==> config.mk <==
export PLATFORM = sky130hd
export DESIGN_NAME = stack_graph_traversal
export DESIGN_NICKNAME = d
export VERILOG_FILES = /design/src/sv/sgt_pkg.sv /design/src/sv/stack_graph_traversal.sv
export SDC_FILE = /design/constraint.sdc
export NUM_CORES = 1
export LEC_CHECK = 0
export ABC_CLOCK_PERIOD_IN_PS = 4200
export BUFFER_PORTS_ARGS = -buffer_cell sky130_fd_sc_hd__buf_2
export CAP_MARGIN = 20
export CORE_MARGIN = 1.5
export CORE_UTILIZATION = 45
export DETAILED_ROUTE_END_ITERATION = 8
export PLACE_DENSITY_LB_ADDON = 0.2
export RECOVER_POWER = 100
export SLEW_MARGIN = 20
export SYNTH_ARGS = -nofsm -noshare
export SYNTH_HDL_FRONTEND = slang
export SYNTH_SLANG_ARGS = --single-unit
==> constraint.sdc <==
create_clock -name clk -period 4.2 [get_ports clk]
set_clock_uncertainty 0.2 [all_clocks]
set_input_delay 0.84 -clock clk [delete_from_list [all_inputs] [get_ports clk]]
set_output_delay 0.84 -clock clk [all_outputs]
set_load 0.05 [all_outputs]
==> src/sv/sgt_pkg.sv <==
// ---------------------------------------------------------------------------
// sgt_pkg
// Shared constants, operation codes and helpers for the graph traversal block.
// ---------------------------------------------------------------------------
package sgt_pkg;

	localparam int MAX_NODES = 16;
	localparam int NODE_W    = 5;                         // node number field width
	localparam int IDX_W     = $clog2(MAX_NODES);         // row / stack index width
	localparam int DEPTH_W   = $clog2(MAX_NODES + 1);     // stack fill, 0..MAX_NODES

	typedef enum logic [1:0] {
		OP_ADD      = 2'd0,
		OP_TRAVERSE = 2'd1,
		OP_CLEAR    = 2'd2
	} op_e_t;

	// index of the lowest set bit (zero when none set)
	function automatic logic [IDX_W-1:0] low_index(input logic [MAX_NODES-1:0] v);
		logic [IDX_W-1:0] r;
		r = '0;
		for (int i = MAX_NODES - 1; i >= 0; i--) begin
			if (v[i]) begin
				r = IDX_W'(i);
			end
		end
		return r;
	endfunction

endpackage

==> src/sv/stack_graph_traversal.sv <==
// ---------------------------------------------------------------------------
// stack_graph_traversal
// Directed graph held as an adjacency bit matrix in a RAM, with an iterative
// depth-first traversal driven by an explicit node stack in a second RAM.
// ---------------------------------------------------------------------------
//
//  channel  | handshake            | payload
//  ---------+----------------------+---------------------------------------
//  in       | in_valid / in_ready  | operation, from_node, to_node
//  out      | out_valid / out_ready| visited_node, last
//  cfg      | cfg_wr_en            | cfg_wr_data (node_count)
//
//  Add edge reads the row, then writes it back; clear drops the row valid bits
//  in its accept step. Traverse of n reachable nodes runs from acceptance back
//  to idle through the accept step, then for each node a stack read, a row
//  read, a successor scan and an emit, plus a push step per successor on the
//  single stack write port (n-1 pushes in all).
//  One transaction is in flight at a time; in_ready is high only when idle.
//  Reset empties the graph through per-row valid bits, no clearing pass.
//  A full output register stalls the traversal at its emit step only.
//
module stack_graph_traversal
	import sgt_pkg::*;
(
	input  logic              clk,
	input  logic              arst_n,
	input  logic              cfg_wr_en,
	input  logic [NODE_W-1:0] cfg_wr_data,
	input  logic              in_valid,
	output logic              in_ready,
	input  logic [1:0]        operation,
	input  logic [NODE_W-1:0] from_node,
	input  logic [NODE_W-1:0] to_node,
	output logic              out_valid,
	input  logic              out_ready,
	output logic [NODE_W-1:0] visited_node,
	output logic              last
);

	typedef enum logic [2:0] {
		ST_IDLE,
		ST_ADD_WR,
		ST_POP,
		ST_ROW,
		ST_SCAN,
		ST_EMIT,
		ST_PUSH
	} state_t;

	state_t                 state_q;
	logic [NODE_W-1:0]      node_count_q;
	logic [MAX_NODES-1:0]   row_vld_q;      // row holds written data; else reads as zero
	logic [MAX_NODES-1:0]   visited_q;
	logic [DEPTH_W-1:0]     depth_q;
	logic [MAX_NODES-1:0]   succ_q;         // successors still to push
	logic [NODE_W-1:0]      cur_q;          // node popped this round
	logic [IDX_W-1:0]       add_idx_q;
	logic [MAX_NODES-1:0]   add_mask_q;
	logic                   out_valid_q;
	logic [NODE_W-1:0]      visited_node_q;
	logic                   last_q;

	// memories
	logic [MAX_NODES-1:0]   adj_mem [MAX_NODES];
	logic [NODE_W-1:0]      stk_mem [MAX_NODES];
	logic [MAX_NODES-1:0]   adj_rd_s1;
	logic                   adj_vld_s1;
	logic [NODE_W-1:0]      stk_rd_s1;

	logic                   accept;
	logic                   from_ok;
	logic                   to_ok;
	logic [NODE_W-1:0]      from_m1;
	logic [NODE_W-1:0]      to_m1;
	logic [NODE_W-1:0]      cur_m1;
	logic [DEPTH_W-1:0]     depth_m1;
	logic [MAX_NODES-1:0]   rng_mask;
	logic [MAX_NODES-1:0]   row_eff;
	logic [MAX_NODES-1:0]   succ_new;
	logic [MAX_NODES-1:0]   succ_rest;
	logic [IDX_W-1:0]       push_idx;
	logic                   out_free;

	logic [IDX_W-1:0]       adj_raddr;
	logic                   adj_we;
	logic [MAX_NODES-1:0]   adj_wdata;
	logic [IDX_W-1:0]       stk_raddr;
	logic                   stk_we;
	logic [IDX_W-1:0]       stk_waddr;
	logic [NODE_W-1:0]      stk_wdata;

	assign in_ready     = (state_q == ST_IDLE);
	assign accept       = in_valid && in_ready;
	assign out_valid    = out_valid_q;
	assign visited_node = visited_node_q;
	assign last         = last_q;
	assign out_free     = !out_valid_q || out_ready;

	assign from_ok  = (from_node != '0) && (from_node <= node_count_q);
	assign to_ok    = (to_node != '0) && (to_node <= node_count_q);
	assign from_m1  = from_node - NODE_W'(1);
	assign to_m1    = to_node - NODE_W'(1);
	assign cur_m1   = stk_rd_s1 - NODE_W'(1);
	assign depth_m1 = depth_q - DEPTH_W'(1);

	// nodes above node_count are never followed
	always_comb begin
		for (int i = 0; i < MAX_NODES; i++) begin
			rng_mask[i] = (NODE_W'(i) < node_count_q);
		end
	end

	assign row_eff   = adj_vld_s1 ? adj_rd_s1 : '0;
	assign succ_new  = row_eff & ~visited_q & rng_mask;
	assign succ_rest = succ_q & (succ_q - MAX_NODES'(1));   // drop lowest set bit
	assign push_idx  = low_index(succ_q);

	// memory port control
	always_comb begin
		adj_raddr = (state_q == ST_ROW) ? cur_m1[IDX_W-1:0] : from_m1[IDX_W-1:0];
		adj_we    = (state_q == ST_ADD_WR);
		adj_wdata = row_eff | add_mask_q;
		stk_raddr = depth_m1[IDX_W-1:0];
		stk_we    = 1'b0;
		stk_waddr = depth_q[IDX_W-1:0];
		stk_wdata = NODE_W'(push_idx) + NODE_W'(1);
		if (accept && operation == OP_TRAVERSE && from_ok) begin
			stk_we    = 1'b1;
			stk_waddr = '0;
			stk_wdata = from_node;
		end else if (state_q == ST_PUSH) begin
			stk_we = 1'b1;
		end
	end

	always_ff @(posedge clk) begin
		if (adj_we) begin
			adj_mem[add_idx_q] <= adj_wdata;
		end
		adj_rd_s1  <= adj_mem[adj_raddr];
		adj_vld_s1 <= row_vld_q[adj_raddr];
	end

	always_ff @(posedge clk) begin
		if (stk_we) begin
			stk_mem[stk_waddr] <= stk_wdata;
		end
		stk_rd_s1 <= stk_mem[stk_raddr];
	end

	// sequencer and registered outputs
	always_ff @(posedge clk or negedge arst_n) begin
		if (!arst_n) begin
			state_q        <= ST_IDLE;
			node_count_q   <= NODE_W'(MAX_NODES);
			row_vld_q      <= '0;
			visited_q      <= '0;
			depth_q        <= '0;
			succ_q         <= '0;
			cur_q          <= '0;
			add_idx_q      <= '0;
			add_mask_q     <= '0;
			out_valid_q    <= 1'b0;
			visited_node_q <= '0;
			last_q         <= 1'b0;
		end else begin
			if (cfg_wr_en) begin
				node_count_q <= (cfg_wr_data > NODE_W'(MAX_NODES)) ?
					NODE_W'(MAX_NODES) : cfg_wr_data;
			end
			// the emit step reloads the output register itself
			if (out_valid_q && out_ready && state_q != ST_EMIT) begin
				out_valid_q <= 1'b0;
			end
			case (state_q)
				ST_IDLE: begin
					if (accept) begin
						case (operation)
							OP_ADD: begin
								if (from_ok && to_ok) begin
									add_idx_q  <= from_m1[IDX_W-1:0];
									add_mask_q <= MAX_NODES'(1) << to_m1[IDX_W-1:0];
									state_q    <= ST_ADD_WR;
								end
							end
							OP_TRAVERSE: begin
								if (from_ok) begin
									visited_q <= MAX_NODES'(1) << from_m1[IDX_W-1:0];
									depth_q   <= DEPTH_W'(1);
									state_q   <= ST_POP;
								end else begin
									visited_q <= '0;
								end
							end
							OP_CLEAR: begin
								row_vld_q <= '0;
							end
							default: begin
							end
						endcase
					end
				end
				ST_ADD_WR: begin
					row_vld_q[add_idx_q] <= 1'b1;
					state_q              <= ST_IDLE;
				end
				ST_POP: begin
					depth_q <= depth_m1;
					state_q <= ST_ROW;
				end
				ST_ROW: begin
					cur_q   <= stk_rd_s1;
					state_q <= ST_SCAN;
				end
				ST_SCAN: begin
					// every successor is marked now; all get pushed before the next pop
					succ_q    <= succ_new;
					visited_q <= visited_q | succ_new;
					state_q   <= ST_EMIT;
				end
				ST_EMIT: begin
					if (out_free) begin
						out_valid_q    <= 1'b1;
						visited_node_q <= cur_q;
						last_q         <= (depth_q == '0) && (succ_q == '0);
						if (succ_q != '0) begin
							state_q <= ST_PUSH;
						end else if (depth_q == '0) begin
							state_q <= ST_IDLE;
						end else begin
							state_q <= ST_POP;
						end
					end
				end
				ST_PUSH: begin
					depth_q <= depth_q + DEPTH_W'(1);
					succ_q  <= succ_rest;
					if (succ_rest == '0) begin
						state_q <= ST_POP;
					end
				end
				default: begin
					state_q <= ST_IDLE;
				end
			endcase
		end
	end

`ifndef SYNTHESIS
	a_depth_bound: assert property (@(posedge clk) disable iff (!arst_n)
		depth_q <= DEPTH_W'(MAX_NODES))
		else $error("node stack overfilled");

	a_push_nonempty: assert property (@(posedge clk) disable iff (!arst_n)
		(state_q == ST_PUSH) |-> (succ_q != '0))
		else $error("push with no successor pending");

	a_popped_in_range: assert property (@(posedge clk) disable iff (!arst_n)
		(state_q == ST_ROW) |-> (stk_rd_s1 != '0 && stk_rd_s1 <= NODE_W'(MAX_NODES)))
		else $error("popped node out of range");

	a_end_flags_last: assert property (@(posedge clk) disable iff (!arst_n)
		(state_q == ST_IDLE && $past(state_q) == ST_EMIT) |-> (out_valid_q && last_q))
		else $error("traversal ended without last flag");
`endif

endmodule
After elaboration in Yosys (flattened, before gate mapping)
Memories as Yosys holds them, arrays and structs flattened. A register that Yosys moved wholly into a read port is not among the register bits.
Index checks and enable logic that the tools add are counted.
Storage, ports and cells
  register bits: 94
  bits in latches: 0
  RAM bits: 336
  memory bits (read-only): 0
  bits of input ports: 22
  output and inout bits: 8
  word-level logic and storage cells: 156
  memories kept: 2
Memory list
  adj_mem: depth 16, bits a word 16, read ports 1, clocked after Yosys merged registers in 1, wr ports 1, line stack_graph_traversal.sv:64  | logic [MAX_NODES-1:0] adj_mem [MAX_NODES];
  stk_mem: depth 16, bits a word 5, read ports 1, clocked after Yosys merged registers in 1, wr ports 1, line stack_graph_traversal.sv:65  | logic [NODE_W-1:0] stk_mem [MAX_NODES];
Cells by class
  add/sub/neg operators: 7
  multipliers: 0
  divide/modulo/power cells: 0
  $lt $le $gt $ge: 22
  equal/unequal tests: 18
  shifts and indexed selects: 2
  mux-type cells: 55
  bitwise gates (word level): 7
  reductions and logical operators: 30
Operator list (number)
  16-bit 2-to-1 mux: 6
  16-bit one-hot mux with 2 select lines: 3
  4-bit 2-to-1 mux: 18
  16-bit AND: 3
  16-bit OR: 3
  4-bit by 5-bit < comparator with 1-bit output, first input constant: 8
  16-bit logical NOT: 2
  1-bit by 4-bit left shift with 16-bit output, first input constant: 2
  5-bit 2-to-1 mux: 5
  3-bit by 5-bit < comparator with 1-bit output, first input constant: 4
  3-bit 2-to-1 mux: 6
  3-bit one-hot mux with 6 select lines: 1
  16-bit inverter: 1
  16-bit nonzero test: 1
  16-bit by 1-bit subtractor with 16-bit output, second input constant: 1
  5-bit one-hot mux with 3 select lines: 1
  4-bit by 1-bit subtractor with 4-bit output, second input constant: 3
  1-bit 2-to-1 mux: 11
  5-bit <= comparator: 2
  1-bit logical AND: 10
  1-bit by 5-bit < comparator with 1-bit output, first input constant: 2
  2-bit by 5-bit < comparator with 1-bit output, first input constant: 2
  4-bit by 5-bit < comparator with 1-bit output, second input constant: 2
  2-bit by 1-bit != test with 1-bit output, second input constant: 5
  29 further kinds: 39

Depth between registers and ports, before layout
Gate-level depths: netlist of run 1.
  depth after elaboration: 18
  mapped depth: 10
  mapped depth without buffers: 8

Worst setup path before layout of run 1
No wires, ideal clock.
  kind: reg2reg
  from: reg state_q[0]
  to: mem stk_mem[0][4], data pin
  setup time: 330 ps
  arrival time: 2920 ps
  required time: 3670 ps
  slack: 750 ps
  cell stages (with the launch flop): 7
  path buffers: 2
  clock period less this slack: 3450 ps
  path through: dfrtp_1 clkbuf_1 nor3_2 nand3_1 nand2b_1 clkbuf_1 o21ai_0
On the way
  cells in the longest elaborated chain, start to end: 5
RTL lines
  start: declaration: line stack_graph_traversal.sv:50  | state_t state_q;
  start signal: assignment: line stack_graph_traversal.sv:154  | state_q <= ST_IDLE;
  start signal: assignment: line stack_graph_traversal.sv:183  | state_q <= ST_ADD_WR;
  start signal: assignment: line stack_graph_traversal.sv:190  | state_q <= ST_POP;
  3-bit logical NOT: line stack_graph_traversal.sv:92  | assign in_ready = (state_q == ST_IDLE);
  named net in_ready: line stack_graph_traversal.sv:30  | output logic in_ready,
  1-bit logical AND: line stack_graph_traversal.sv:93  | assign accept = in_valid && in_ready;
  1-bit logical AND (2 in series): line stack_graph_traversal.sv:127  | if (accept && operation == OP_TRAVERSE && from_ok) begin
  5-bit 2-to-1 mux: line stack_graph_traversal.sv:127
  named net stk_wdata[4]: line stack_graph_traversal.sv:90  | logic [NODE_W-1:0] stk_wdata;
  end: declaration: line stack_graph_traversal.sv:65
The timed path passes the listed nets, and every way through them passes these cells.

Worst setup path in the final report of run 1
  from: reg state_q[1]
  to: mem adj_mem[2][5] (enable)
On the way
  cells in the longest elaborated chain, start to end: 3
RTL lines
  3-bit by 1-bit == test with 1-bit output: line stack_graph_traversal.sv:121  | adj_we = (state_q == ST_ADD_WR);
  1-bit 2-to-1 mux: line stack_graph_traversal.sv:137  | if (adj_we) begin
  1-bit 2-to-1 mux (implied by the code): line stack_graph_traversal.sv:138  | adj_mem[add_idx_q] <= adj_wdata;
  end: declaration: line stack_graph_traversal.sv:64
No other way between the ends.

==> results of run 1 <==
-- registers in the layout (all words and copies together) (netlist names), 16 cells and up --
signal	cells
add_mask_q	16
adj_mem	256
adj_rd_s1	16
row_vld_q	16
stk_mem	80
succ_q	16
visited_q	16
-- worst min-delay path by stage --
stage                  startpoint    endpoint  slack (ps)  cells after the start
finish              visited_q[13]  succ_q[13]         250                      1
global route         visited_q[7]   succ_q[7]         280                      1
CTS                        arst_n    cur_q[4]         250                      1
detailed placement  visited_q[13]  succ_q[13]         250                      1
global placement    visited_q[13]  succ_q[13]         250                      1
floorplan           visited_q[15]  succ_q[15]         230                      1
-- routing by layer --
metal	vias up	track usage	wire, microns
li1	4829	-	-
met3	79	0.0343	2210
met5	-	0	0
met2	307	0.333	21000
met4	0	0.0717	1270
met1	5563	0.294	19800
-- cell usage after synthesis, drive strengths merged (4+ instances only) --
cell type  instances  share of area
a21oi             69          0.018
mux2              24          0.014
dfxtp             22          0.023
mux2i             29          0.017
nand2             62          0.012
mux4              89           0.11
edfxtp           336           0.53
nor4               7         0.0026
nor2              79          0.016
nand2b            38          0.013
o31ai             16         0.0063
xnor2              6         0.0028
dfrtp             92           0.12
nor3              24         0.0066
o22ai              7         0.0026
buf               25         0.0083
nand3             19         0.0050
o211ai            25         0.0099
nor2b              6         0.0020
nand3b             5         0.0026
a21o              24         0.0095
inv               24         0.0048
o21ai             58          0.015
ha                20          0.013
a31oi              7         0.0023
a21boi             4         0.0016
clkbuf            34         0.0067
a211oi             4         0.0016
-- cell families after synthesis --
logic type / share of synthesized area
AND/OR/NAND/NOR: 0.0697
adder cells (fa/ha/maj): 0.0132
AO/OA/AOI/OAI: 0.0759
flip-flops: 0.680
XOR/XNOR: 0.00417
multiplexers: 0.137
buffers and inverters: 0.0200
-- power groups by stage --
| stage | clock network [W] | logic, W | registers (W) |
|---|---|---|---|
| floorplan | 0 | 0.00145 | 0.00554 |
| global placement | 0 | 0.00200 | 0.00564 |
| detailed placement | 0 | 0.00203 | 0.00566 |
| CTS | 0.00428 | 0.00204 | 0.00557 |
| global route | 0.00446 | 0.00216 | 0.00560 |
| finish | 0.00420 | 0.00198 | 0.00557 |
-- placed cells by master, fill, tap and decap left out, types with 16 or more instances in the layout --
| cell type | instances |
|---|---|
| nor3_1 | 24 |
| o21ai_0 | 51 |
| a21o_1 | 24 |
| o211ai_1 | 25 |
| mux4_2 | 87 |
| nand3_1 | 19 |
| mux2i_1 | 26 |
| nand2b_1 | 38 |
| o31ai_1 | 16 |
| nand2_1 | 62 |
| clkbuf_16 | 48 |
| a21oi_1 | 67 |
| dfrtp_1 | 92 |
| mux2_2 | 24 |
| ha_1 | 20 |
| nor2_1 | 74 |
| edfxtp_1 | 336 |
| dfxtp_1 | 22 |
| clkbuf_1 | 47 |
| inv_1 | 24 |
| buf_2 | 20 |
-- per-stage QoR --
step	cell area, sq um	worst slack [ps]	utilization
4_1_cts	21500	663	0.524
3_5_place_dp	20000	178	0.486
2_1_floorplan	18900	750	-
5_1_grt	21400	285	0.520
6_report	21400	420	0.520
3_3_place_gp	20000	343	0.486
-- cell type report --
| cell class | instances | area, sq um | area share |
|---|---|---|---|
| Clock buffer | 65 | 1320 | 0.0616 |
| Clock inverter | 22 | 251 | 0.0118 |
| Inverter | 25 | 93.8 | 0.00439 |
| Multi-Input combinational cell | 669 | 5710 | 0.267 |
| Sequential cell | 451 | 12900 | 0.602 |
| Tap cell | 532 | 666 | 0.0312 |
| Timing Repair Buffer | 77 | 469 | 0.0220 |
-- critical path, delay by kind of cell (launching register included) --
family | cells | cell delay [ps]
buffers and inverters | 3 | 1580
DFF | 1 | 400
and+or+nand+nor | 4 | 1180
==> impl_results.md, run 1 <==
- Post-Syn Area: 18,900 sq um
- Syn-to-layout area delta: 12.9%
- Worst hold margin: approximately 250 ps
- Max-cap violation count: 4
- Reg power frac: 0.474
- Die area: roughly 43,000 sq um
- Internal: 0.00863 W
- Critical path origin: state_q[1]
- CTS buffer count: 47
- Worst Tran Pin Value: about 2100 ps
- Ports: 30
- Diode count: 0
- Routed wire length: approximately 44,000 microns
- Average cell area after synthesis: 15.7 sq um
- Fmax: 265 MHz
- Fin. max-slew vios: about 130
- Crit path time final: 3780 ps
- #FFs+latches synth: ~450
- Port bufs: 29
- PwrDens: between 500 and 600 nW/um^2
- Unrepaired setup endpoints after global routing: false
- Cells after Synth: 1,204
- Crit share post-route: 0.900
- Run status: finished with violations
- Clk_lat worst skew: 580 ps
- Pre-Repair DR Iteration Count: 5
- Fill count: 3,429
- CTS Buffer Depth: 3
- Fin Setup TNS: 0 ps
- Remaining global-route overflow: 0
- Nets: 1,313
- Sequential-to-total area share from yosys stat: 0.680
- Total power: 0.0117 W
- DRT antenna net count: 0
- Reg-to-reg setup timing slack: 420 ps
- CP Capture Point: adj_mem[2][5]
- Critical path's most frequent cell: clkbuf_1
- Max incr delay on CP: 1000 ps
- Startpoint Class: flip-flop
- Yosys cell types: 63
- Max VDD drop: between 0.4 and 0.5 mV
- Hold Buf Count CTS: 0
- DR vias/cell: 5.85
- Iter 0 DRT Violations: 790
- Crit-path cells: clkbuf_1 -> clkinv_1 -> nand2_1 -> nor3_1 -> nand2b_1 -> nor2_1 -> clkbuf_1
- Post-synth ARST share: 0.206
- Reg2reg start: state_q[1]
- Lkg Pwr: between 7 and 8 nW
- YS warnings: 0
- Number of global-route vias before repair: 10,700
- Post_cts resized: 0
- Crit-path slowest cell: clkbuf_1
- GP Congestion: 0.846
- Type of the worst setup path: flip-flop to flip-flop
- Critical Path AT: 3760 ps
- R2R cell count: 7
- Cells after DPL: 1,754
- Worst-path maximum fanout: 13
- CP required: 4180 ps
- Final hold viol count: 0
- CTS Sinks: 451
- Chip width: approximately 210 microns
- Syn nets: 1,246
- Type of the tightest min-delay check: flip-flop to flip-flop
- Total track usage: 0.209
- Core area: 41,100 sq um
- Root Buffer: clkbuf_16
- H-tree depth: 2
- WL/cell: approximately 24 microns
- R2r endpoint: adj_mem[2][5]
- First-pass GRT wire length: 67,200 microns
- Top_reg_cell synth: edfxtp_1
- Critical Path End Type: flip-flop
- Net switching power: about 0.0031 W
- DRC Markers: 0
- Effective utilization at floorplan: 0.460
- Max_slew headroom: -0.378
- Row Count: 74
- CTS tree: built
- Via Count: roughly 11,000
- DIE HEIGHT: 208 microns
- Number of flops mapped to enable cells by yosys: approximately 340
- Detailed Place HPWL: 28,200 microns
- Setup-failing EPs final: 0
- Initial antenna violation count: 0
- Failing checks: max-capacitance violations, max-slew violations
- Clock network fraction of design power: 0.358
- Post-CTS Setup Bufs: 0
- Worst-path clk slew: 60 ps
- Net Sw Frac: 0.265
- Largest net degree at the start of global routing: 77
- Final non-filler cell total: 1,841
- Logic pwr share: 0.168
- Share of cells above drive strength 1: 0.185
Power figures use the tool's default switching activity.
==> run 2: changes to the inputs <==
REMOVE_ABC_BUFFERS = 1   (was default)
==> run 2 against run 1 <==
  * The flow still finishes with violations (max-capacitance violations, max-slew violations)
  * Critical path depth grew 1
  * Global-route usage fell by 0.075 points
  * Clock-buffer cell count down 1
  * Combinational power barely moved
  * Highest routed layer is now met5
  * Non-clock buffer count up 4
  * Register-to-register slack gained 40 ps
  * Setup slack better by 37 ps
  * Flip-flop and latch count stayed put
  * Power down 1.2%
==> impl_results.md, run 2 (same netlist as run 1, synthesis figures left out) <==
- Iter 0 DRT Violations: 800
- Crit-path cells: buf_4 -> nand3b_4 -> mux2i_2 -> clkbuf_2 -> mux4_2 -> nand2b_1 -> o211ai_1 -> o21ai_0
- Unrepaired setup endpoints after global routing: false
- DRC Markers: 0
- R2r endpoint: adj_rd_s1[4]
- Worst hold margin: 258 ps
- DRT antenna net count: 0
- Critical Path End Type: flip-flop
- Port bufs: 29
- DR vias/cell: between 5 and 6
- Startpoint Class: flip-flop
- Remaining global-route overflow: 0
- Net Sw Frac: 0.270
- Largest net degree at the start of global routing: 73
- Fmax: 267 MHz
- Worst-path maximum fanout: 20
- Share of cells above drive strength 1: 0.179
- Pre-Repair DR Iteration Count: 7
- H-tree depth: 2
- GP Congestion: a little under 0.9
- Lkg Pwr: 7.70 nW
- Type of the worst setup path: flip-flop to flip-flop
- Fin. max-slew vios: 163
- Internal: 0.00847 W
- Failing checks: max-capacitance violations, max-slew violations
- PwrDens: 544 nW/um^2
- CTS Buffer Depth: 3
- Reg-to-reg setup timing slack: about 460 ps
- Critical path origin: state_q[2]
- Number of global-route vias before repair: 10,800
- CP required: 4490 ps
- First-pass GRT wire length: 67,000 microns
- Clk_lat worst skew: roughly 600 ps
- Detailed Place HPWL: 28,300 microns
- Hold Buf Count CTS: 0
- Run status: finished with violations
- Die area: roughly 43,000 sq um
- Fin Setup TNS: 0 ps
- Levels on crit path: 8
- Pre-CTS WS: 261 ps
- Root Buffer: clkbuf_16
- Logic pwr share: 0.172
- Initial antenna violation count: 4
- Critical Path AT: between 4000 and 5000 ps
- WL/cell: approximately 24 microns
- Final hold viol count: 0
- Crit path buf inv count: 2
- Final Worst Setup Slack: roughly 460 ps
- Fin area: 21,300 sq um
- Max_slew headroom: -0.342
- Setup-failing EPs final: 0
- Reg2reg start: state_q[2]
- Final Util: 0.518
- CP Capture Point: adj_rd_s1[4]
- R2R cell count: 8
- Most frequent cells in the layout: edfxtp_1 (336), dfrtp_1 (92), mux4_2 (87)
- Commonest non-fill, non-tap cell in the layout: edfxtp_1
- Total track usage: 0.208
- Via Count: 10,700
- Max-cap violation count: 6
- Crit-path slowest cell: mux2i_2
- CTS Sinks: 451
- Cell family with most CP delay: multiplexers
- Nets: 1,317
- Crit share post-route: 0.891
- Core area: 41,100 sq um
- Reg power frac: 0.479
- Effective utilization at floorplan: 0.460
- Net switching power: 0.00313 W
- DIE HEIGHT: approximately 210 microns
- Routed wire length: approximately 44,000 microns
- Row Count: 74
- Largest Register: adj_mem
- CTS tree: built
- Max incr delay on CP: 1060 ps
- Ports: 30
- Post-CTS Setup Bufs: 0
- Worst-path clk slew: 60 ps
- Type of the tightest min-delay check: flip-flop to flip-flop
- Regs by FF count: adj_mem: 256 flops, stk_mem: 80 flops
- Crit path time final: 3740 ps
- CTS buffer count: 47
- Worst Tran Pin Value: 2010 ps
- Max VDD drop: 0.368 mV
- Largest register FFs: 256
- Placed standard-cell area: 20,000 sq um
- Syn-to-layout area delta: 12.6%
- Chip width: 208 microns
- Post_cts resized: 0
- Clock network fraction of design power: 0.350
run 2: cell count changes in the layout (fill, tap and decap cells not counted), sizes merged:
cell / change
buf: +1
bufinv: -2
clkbuf: +2
clkinv: +4
clkinvlp: +1
diode: +1
inv: -1
run 2: worst min-delay path by stage:
stage | startpoint | endpoint | slack (ps) | cells past startpoint
2_1_floorplan | visited_q[9] | succ_q[9] | 230 | 1
3_3_place_gp | visited_q[7] | succ_q[7] | 250 | 1
3_5_place_dp | visited_q[7] | succ_q[7] | 250 | 1
4_1_cts | arst_n | add_mask_q[11] | 250 | 1
5_1_grt | visited_q[5] | succ_q[5] | 270 | 1
6_report | visited_q[15] | succ_q[15] | 260 | 1
run 2: power by group through the flow:
stage | clock network (W) | logic, W | registers (W)
final | 0.00406 | 0.00199 | 0.00555
after CTS | 0.00414 | 0.00208 | 0.00555
after detailed placement | 0 | 0.00207 | 0.00564
after global routing | 0.00431 | 0.00218 | 0.00559
after global placement | 0 | 0.00204 | 0.00563
after floorplan | 0 | 0.00132 | 0.00562
run 2: cell type report:
cell class                 instances  area (sq um)
clock buffer                      64          1280
tap                              532           666
timing repair buffer              81           502
clock inverter                    24           218
fill                            3461         19800
multi-input combinational        669          5690
sequential                       451         12900
antenna                            1          2.50
inverter                          25          93.8
run 2: through the flow:
stage / power (W) / std cells
3_5_place_dp: 0.00771 / 1758
3_3_place_gp: 0.00767 / 1758
5_1_grt: 0.0121 / 1847
6_report: 0.0116 / 1847
4_1_cts: 0.0118 / 1846
2_1_floorplan: 0.00695 / 1145
run 2: metal layers:
layer | GRT usage | routed length (microns)
met4 | 0.0695 | 1080
met2 | 0.333 | 21500
met5 | 0 | 38
met3 | 0.0341 | 2200
met1 | 0.292 | 19700
